$ cat src/bpq_pkg.sv
package bpq_pkg;

	localparam int unsigned CoordW = 32;
	localparam int unsigned RelW   = 33;
	localparam int unsigned QW     = 30;
	localparam int unsigned SliceW = 10;
	localparam int unsigned ColorW = 24;
	localparam int unsigned BoxW   = 35;

	// Register indexes on the configuration port.
	localparam logic [3:0] RegOriginX = 4'h0;
	localparam logic [3:0] RegOriginY = 4'h4;
	localparam logic [3:0] RegOriginZ = 4'h8;

	// Result kinds.
	localparam logic KindHeader = 1'b0;
	localparam logic KindPoint  = 1'b1;

	// Commands from the controller to the datapath.
	typedef struct packed {
		logic store;     // write the accepted point and update the box
		logic load_pt;   // start the dividers for the point at rd_idx
		logic step;      // one quotient bit on every axis
		logic clear_box; // reset the box after the run
		logic emit_hdr;  // load the header into the output register
		logic emit_pt;   // load the point result into the output register
		logic last;      // run_last for the result being loaded
	} bpq_cmd_t;

	// Status from the datapath.
	typedef struct packed {
		logic out_busy;
	} bpq_sts_t;

endpackage

$ cat src/bpq_ctrl.sv
module bpq_ctrl #(
	parameter int unsigned BatchPoints = 32,
	parameter int unsigned IdxW = 5
) (
	input  logic              clk,
	input  logic              arst_n,
	input  logic              s_tvalid,
	input  logic              s_tlast,
	output logic              s_tready,
	input  bpq_pkg::bpq_sts_t sts,
	output bpq_pkg::bpq_cmd_t cmd,
	output logic [IdxW-1:0]   wr_idx,
	output logic [IdxW-1:0]   rd_idx
);
	import bpq_pkg::*;

	typedef enum logic [2:0] {
		S_COLLECT, S_HEADER, S_READ, S_LOAD, S_DIV, S_EMIT
	} state_t;

	state_t        state_q;
	logic [IdxW:0] cnt_q;
	logic [IdxW:0] idx_q;
	logic [4:0]    step_q;
	logic          acc;

	assign s_tready = (state_q == S_COLLECT);
	assign acc      = s_tvalid && s_tready;
	assign wr_idx   = cnt_q[IdxW-1:0];
	assign rd_idx   = idx_q[IdxW-1:0];

	always_comb begin
		cmd = '0;
		cmd.store = acc;
		case (state_q)
			S_HEADER: begin
				cmd.emit_hdr = !sts.out_busy;
				cmd.last     = (cnt_q == '0);
			end
			S_LOAD:   cmd.load_pt = 1'b1;
			S_DIV:    cmd.step = 1'b1;
			S_EMIT: begin
				cmd.emit_pt   = !sts.out_busy;
				cmd.last      = (idx_q + 1'b1 == cnt_q);
				cmd.clear_box = !sts.out_busy && (idx_q + 1'b1 == cnt_q);
			end
			default: ;
		endcase
	end

	// Sequencer: collect, header, then read/load/divide/emit each point.
	always_ff @(posedge clk or negedge arst_n) begin
		if (!arst_n) begin
			state_q <= S_COLLECT;
			cnt_q   <= '0;
			idx_q   <= '0;
			step_q  <= '0;
		end else begin
			case (state_q)
				S_COLLECT: if (acc) begin
					cnt_q <= cnt_q + 1'b1;
					if (s_tlast || cnt_q + 1'b1 == (IdxW+1)'(BatchPoints)) begin
						state_q <= S_HEADER;
					end
				end
				S_HEADER: if (!sts.out_busy) begin
					idx_q   <= '0;
					state_q <= S_READ;
				end
				S_READ: state_q <= S_LOAD;
				S_LOAD: begin
					step_q  <= '0;
					state_q <= S_DIV;
				end
				S_DIV: begin
					step_q <= step_q + 1'b1;
					if (step_q == 5'd29) state_q <= S_EMIT;
				end
				S_EMIT: if (!sts.out_busy) begin
					if (idx_q + 1'b1 == cnt_q) begin
						cnt_q   <= '0;
						state_q <= S_COLLECT;
					end else begin
						idx_q   <= idx_q + 1'b1;
						state_q <= S_READ;
					end
				end
				default: state_q <= S_COLLECT;
			endcase
		end
	end

`ifndef SYNTHESIS
	a_cnt: assert property (@(posedge clk) disable iff (!arst_n)
		cnt_q <= (IdxW+1)'(BatchPoints)) else $error("count overflow");
	a_noacc: assert property (@(posedge clk) disable iff (!arst_n)
		state_q == S_COLLECT |-> !cmd.emit_pt && !cmd.emit_hdr) else $error("emit in collect");
	a_div: assert property (@(posedge clk) disable iff (!arst_n)
		state_q == S_LOAD |=> state_q == S_DIV) else $error("divider start");
`endif

endmodule

$ cat config.mk
export PLATFORM = sky130hd
export DESIGN_NAME = bpq_ctrl
export DESIGN_NICKNAME = d
export VERILOG_FILES = /design/src/bpq_pkg.sv /design/src/bpq_ctrl.sv
export SDC_FILE = /design/constraint.sdc
export NUM_CORES = 1
export LEC_CHECK = 0
export BUFFER_PORTS_ARGS = -buffer_cell sky130_fd_sc_hd__buf_4
export CORE_MARGIN = 4
export CORE_UTILIZATION = 45
export CTS_BUF_LIST = sky130_fd_sc_hd__clkbuf_4 sky130_fd_sc_hd__clkbuf_8
export DETAILED_ROUTE_END_ITERATION = 10
export GPL_TIMING_DRIVEN = 0
export HOLD_SLACK_MARGIN = 0.08
export PLACE_DENSITY = 0.68
export SYNTH_ARGS = -nofsm -noshare
export SYNTH_HDL_FRONTEND = slang
export SYNTH_SLANG_ARGS = --single-unit
$ cat constraint.sdc
create_clock -name clk -period 2 [get_ports clk]
set_input_delay 0.4 -clock clk [delete_from_list [all_inputs] [get_ports clk]]
set_output_delay 0.4 -clock clk [all_outputs]
set_load 0.005 [all_outputs]
==> results of run 1 <==
-- through the flow --
| stage | total power, uW | setup TNS (ns) | hold WS, ns | std cells | setup WS, ns |
|---|---|---|---|---|---|
| finish | 2060 | -0.718 | 0.360 | 256 | -0.377 |
| global route | 2240 | -0.858 | 0.362 | 256 | -0.441 |
| CTS | 2050 | -0.908 | 0.354 | 255 | -0.445 |
| detailed placement | 1740 | -0.529 | 0.301 | 244 | -0.270 |
| global placement | 1700 | -0.486 | 0.299 | 244 | -0.252 |
| floorplan | 1400 | -0.0115 | 0.104 | 178 | -0.0115 |
-- flip-flops by register name, summed over array words and instances (netlist names) --
name / cells
cnt_q: 6
idx_q: 6
state_q: 3
step_q: 5
-- worst max-delay path: stages, from the launching register on --
cell     delay [ns]
dfrtp_2        0.45
ha_4           0.17
and2_4         0.15
a211o_1        0.31
a31oi_4        0.22
nor3_2         0.05
o21a_1         0.17
buf_4          0.13
-- worst max-delay path by stage --
| stage | startpoint | to | cells past startpoint |
|---|---|---|---|
| floorplan | idx_q[0] | cmd[3] | 6 |
| global placement | idx_q[0] | cmd[0] | 7 |
| detailed placement | idx_q[0] | cmd[0] | 7 |
| CTS | idx_q[0] | cmd[0] | 7 |
| global route | idx_q[0] | cmd[0] | 7 |
| finish | idx_q[0] | cmd[0] | 7 |
-- repair_timing --
action                                  CTS  global route
setup buffers                             8             1
gates resized for setup                   6             8
pin swaps                                 6             4
hold endpoints to repair                 20             0
hold buffers                              1             0
endpoints found under the setup margin    5             9
-- power by group --
part | switching, uW | internal (uW) | leakage [uW]
registers | 172 | 522 | 0.000241
logic | 585 | 532 | 0.000576
clock network | 141 | 111 | 0.0000210
total | 899 | 1170 | 0.000838
-- area by class of cell --
| cell class | count | area share, % |
|---|---|---|
| Sequential cell | 20 | 26.5 |
| Tap cell | 44 | 2.90 |
| Buffer | 16 | 5.92 |
| Clock buffer | 4 | 1.91 |
| Timing Repair Buffer | 32 | 13.0 |
| Inverter | 11 | 2.17 |
| Multi-Input combinational cell | 129 | 47.6 |
-- per-layer routing --
layer  vias to the layer above  GRT usage (%)  routed length, microns
li1                        697              -                       -
met4                         0           5.84                      59
met1                       663           22.6                    1610
met2                        31           33.1                    1890
met5                         -              0                       0
met3                         8           3.40                     177
-- cells by family after synthesis --
family,count (synthesis),share of synthesized area (%)
AO/OA/AOI/OAI,47,24.7
XOR/XNOR,6,3.95
adder cells (fa/ha/maj),5,4.11
buffers and inverters,29,11.3
flip-flops,20,32.9
AND/OR/NAND/NOR,71,23.1
-- cells in the mapped netlist, drive strengths merged (2+ instances only) --
cell	n	share of area, %
nand2	27	6.8
dfrtp	20	33
buf	15	7.8
o21ai	13	5.5
inv	11	2.7
nand3	11	3.6
nor2	11	2.7
nor3	8	3.0
o211ai	8	4.9
a21oi	7	2.5
ha	5	4.1
a31oi	4	2.1
xnor2	4	2.8
clkbuf	3	0.74
nor2b	3	1.2
and3	2	1.2
and4	2	1.3
o2111ai	2	1.2
o22ai	2	1.2
o311ai	2	1.6
o31ai	2	0.99
xor2	2	1.2
==> reports/qor.txt, run 1 <==
Status = complete, but fails checks
Failing checks = setup timing
Synth cell types = 51
Crit path launch type = flip-flop
# Max-Cap Violations = 0
DP HPWL = 2.72 mm
Die width = 66.1 microns
Drt drc = 0
Post-synth EDFFs = 0
Final min period = 2.38 ns
Fmax = 0.421 GHz
Layout fillers = 309
Sink Count = 20
Min-delay src = sts
Worst-Skew Late Latency = 0.32 ns
Placer Congestion = 0.784
Crit share post-route = 119%
Antenna Nets Post-Route = 0
Port Buffers = 22
RSZ-0062 raised after global routing = true
Largest net degree at the start of global routing = 21
Worst-case clock buffer depth = 2
Fin. Hold Viols = 0
GRT Residual Overflow = 0
WP data required = 1.60 ns
Async SR Flop Fraction = 100%
Mean post-synth cell area = 8.55 sq um
WL/cell = 14.6 microns
Final worst setup slack = -0.377 ns
Worst reg2reg setup slack = 0.07 ns
Vias = 1399
Register bit count reported by yosys = 20
Share of cells above drive strength 1 = 38.7%
TritonCTS clock tree = done
Root Buffer = clkbuf_4
Synth Instances = 178
Hold Path Sink = state_q[0]
Vias per inst = 5.46
Depth of the most critical reg-to-reg path = 7
Diodes inserted = 0
Pwr/cell area = 1090 nW/um^2
Reg-to-Reg Start = idx_q[0]
Worst Path Max Fanout = 3
GRT Resource Usage Total = 18.7%
Critical Path AT = 1.98 ns
DR pass1 iterations = 4
Finished layout cell area = 1900 sq um
Cell Area, Synth = 1520 sq um
Commonest non-fill, non-tap cell in the layout = buf_4
Sequential area share after synthesis = 32.9%
Initial antenna violation count = 0
Die ar. = 4380 sq um
Vias in the first global route = 1382
Max-slew headroom = 68.7%
Util after Layout = 60.3%
Die height = 66.1 microns
Max Clock Skew = 0.00957 ns
Leakage = 0.000838 uW
Initial Util = 48.3%
Most frequent cells in the layout = 41 x buf_4, 26 x nand2_1, 17 x dfrtp_1
Iteration-0 DRC count of the detailed router = 69
Hold path depth = 3
# setup viols final = 2
Synth-to-Final Area Change = 24.9%
WS Path Type = flip-flop to output port
Footprint of the multi-input gates = 905 sq um
Post-layout nets = 223
CTS clk-pin slew, worst paths = 0.13 ns
CP Capture Type = output port
Count of final max-slew check failures = 0
CORE AREA = 3150 sq um
Register Area = 504 sq um
First-pass GRT wire length = 6.33 mm
Worst Hold Class = input port to flip-flop
Maximum resistive drop on vdd = 0.692 mV
Main synth FF type = dfrtp_1
Final WL = 3.74 mm
H-tree Lvls = 1
IO Pins = 23
Post-synth net total = 188
Worst slew pin tran = 0.469 ns
Cell row count = 20
Num CTS Buffers = 3
YS warnings = 0
Placed standard-cell area = 1760 sq um
Reg2Reg Capture Point = idx_q[3]
Note: power is estimated with default switching activity, not from simulation.
==> run 2, diff against run 1 <==
--- a/config.mk
+++ b/config.mk
@@ -12,7 +12,7 @@
 export DETAILED_ROUTE_END_ITERATION = 10
 export GPL_TIMING_DRIVEN = 0
 export HOLD_SLACK_MARGIN = 0.08
-export PLACE_DENSITY = 0.68
+export PLACE_DENSITY_LB_ADDON = 0.05
 export SYNTH_ARGS = -nofsm -noshare
 export SYNTH_HDL_FRONTEND = slang
 export SYNTH_SLANG_ARGS = --single-unit
==> constraint.sdc (replaced) <==
create_clock -name clk -period 2.7 [get_ports clk]
set_input_delay 0.54 -clock clk [delete_from_list [all_inputs] [get_ports clk]]
set_output_delay 0.54 -clock clk [all_outputs]
set_load 0.1 [all_outputs]
==> run 2 against run 1 <==
  * The flow now finishes without violations
  * Sequential share of layout area is 0.32 points lower
  * Combinational power is 18% higher
  * Worst hold slack worse by 0.28 ns
  * Count of clock-buffer cells in the layout is 1 lower
  * Global-route usage is 0.35 points lower
  * Power is 3.8% lower
  * Clock skew is 0.0060 ns higher
  * Die area stayed put
  * Final area is 0.99% higher
  * Register-to-register slack better by 0.68 ns
  * Via count is 0.86% higher
  * Final cell count is 0.39% higher
  * Largest power group unchanged
  * Highest routed layer unchanged
==> reports/qor.txt, run 2 (synthesized netlist as in run 1, its figures left out) <==
Die height = 66.1 microns (unchanged)
Final worst setup slack = 0.0858 ns (+0.462 ns)
CORE AREA = 3150 sq um (unchanged)
Largest net degree at the start of global routing = 21 (unchanged)
Util after Layout = 60.9% (+0.60 points)
Root Buffer = clkbuf_4
H-tree Lvls = 1 (unchanged)
Num CTS Buffers = 3 (unchanged)
Crit share post-route = 96.8%
Critical Path AT = 2.07 ns (+0.09 ns)
Synth-to-Final Area Change = 26.2%
Met2 global-route usage = 30.0% (-3.1 points)
Initial antenna violation count = 0 (unchanged)
Die ar. = 4380 sq um (unchanged)
RSZ-0062 raised after global routing = false
DR pass1 iterations = 4 (unchanged)
Pwr/cell area = 1030 nW/um^2 (-4.7%)
# Max-Cap Violations = 0 (unchanged)
Vias per inst = 5.49 (+0.47%)
First-pass GRT wire length = 6.22 mm (-1.8%)
Worst Path Max Fanout = 5 (+2)
Die width = 66.1 microns (unchanged)
Port Buffers = 22 (unchanged)
Commonest non-fill, non-tap cell in the layout = buf_4
Final hold slack = 0.0753 ns (-0.285 ns)
Worst-case clock buffer depth = 2 (unchanged)
GRT Resource Usage Total = 18.3% (-0.35 points)
Iteration-0 DRC count of the detailed router = 66 (-4.3%)
Drt drc = 0 (unchanged)
Finished layout cell area = 1920 sq um (+0.99%)
WP data required = 2.16 ns (+0.56 ns)
Final min period = 2.61 ns
Max-slew headroom = 64.5% (-4.2 points)
Status = complete, no violations
Crit path launch type = flip-flop
Post-CTS Hold Buffers = 0 (-1)
Maximum resistive drop on vdd = 0.647 mV (-6.4%)
Final WL = 3.61 mm (-3.5%)
WS Path Type = flip-flop to output port
DP HPWL = 2.55 mm (-6.2%)
Regs by FF count = cnt_q x6, idx_q x6, step_q x5
Cell row count = 20 (unchanged)
Vias = 1411 (+0.86%)
CP Capture Type = output port
Initial Util = 48.3% (unchanged)
Diodes inserted = 0 (unchanged)
Vias in the first global route = 1367 (-1.1%)
Global routing's busiest layer = met2
Sink Count = 20 (unchanged)
Share of cells above drive strength 1 = 38.0% (-0.65 points)
WL/cell = 14.0 microns (-3.9%)
TritonCTS clock tree = done
Worst-Skew Late Latency = 0.31 ns (about the same)
Place WS = -0.00357 ns (+0.266 ns)
Slowest CP cell = dfrtp_1
Met3 usage = 3.40% (unchanged)
CP Cell Sequence = ha_4 > and2_4 > a211o_1 > a31oi_4 > nor3_1 > o21a_2 > buf_12
Fin. Hold Viols = 0 (unchanged)
# setup viols final = 0 (-2)
Worst Hold Class = input port to asynchronous set/reset pin
IO Pins = 23 (unchanged)
Most frequent cells in the layout = 42 x buf_4, 26 x nand2_1, 18 x dfrtp_1
Max Clock Skew = 0.0156 ns (+0.00604 ns)
GRT Residual Overflow = 0 (unchanged)
Antenna Nets Post-Route = 0 (unchanged)
Leakage = 0.000839 uW (+0.15%)
Met1 Use GR = 23.5% (+0.85 points)
Placed standard-cell area = 1760 sq um (+0.14%)
Max incr delay on CP = 0.44 ns (about the same)
CTS clk-pin slew, worst paths = 0.13 ns (about the same)
Final setup TNS = 0 ns (+0.718 ns)
Worst slew pin tran = 0.533 ns (+0.0635 ns)
Post-layout nets = 225 (+0.90%)
Placer Congestion = 0.840 (+7.2%)
Fmax = 0.383 GHz
Count of final max-slew check failures = 0 (unchanged)
==> run 2: worst paths after layout <==
kind                       slack [ns]  cells after the start  startpoint        end
max                              0.09                      7    idx_q[1]     cmd[0]
min reg2reg                      0.51                      1   step_q[4]  step_q[4]
max in group asynchronous        2.39                      1      arst_n  step_q[4]
max reg2reg                      0.75                      7    idx_q[1]   cnt_q[0]
min in group clk                 0.51                      1   step_q[4]  step_q[4]
min                              0.08                      1      arst_n   cnt_q[2]
==> run 2: worst max-delay path: cells and delay by family (launching register included) <==
| family | cells | cell delay, ns |
|---|---|---|
| AOI/OAI and AO/OA | 3 | 0.73 |
| buffers and inverters | 1 | 0.16 |
| and+or+nand+nor | 2 | 0.23 |
| DFF | 1 | 0.44 |
| adders and majority gates | 1 | 0.19 |
==> run 2: what timing repair did <==
item	4_1_cts	5_1_grt
setup buffers	4	7
endpoints found under the setup margin	2	2
gates resized for setup	10	5
endpoints found under the hold margin	0	0
pin swaps	2	6
==> run 2: layer usage <==
layer	wire length (microns)	vias up
met5	0	-
met4	63	0
met3	166	7
met2	1750	31
met1	1630	678
li1	-	695
==> run 2: final cells by class <==
class / count / area [sq um]
fillers: 306 / 1230
clock buffers: 3 / 22.5
multi-input cells: 129 / 910
flip-flops and latches: 20 / 503
inverters: 11 / 41.3
repair buffers: 33 / 273
plain buffers: 17 / 115
well taps: 44 / 55.1
==> run 2: per-stage QoR <==
stage / std cells / total power [uW]
6_report: 257 / 1990
5_1_grt: 257 / 2120
4_1_cts: 251 / 1980
3_5_place_dp: 244 / 1770
3_3_place_gp: 244 / 1750
2_1_floorplan: 178 / 1530
==> run 2: power by group <==
group,switching [uW],internal [uW]
Clock,100,52.2
Combinational,928,397
Sequential,124,385
Total,1150,834
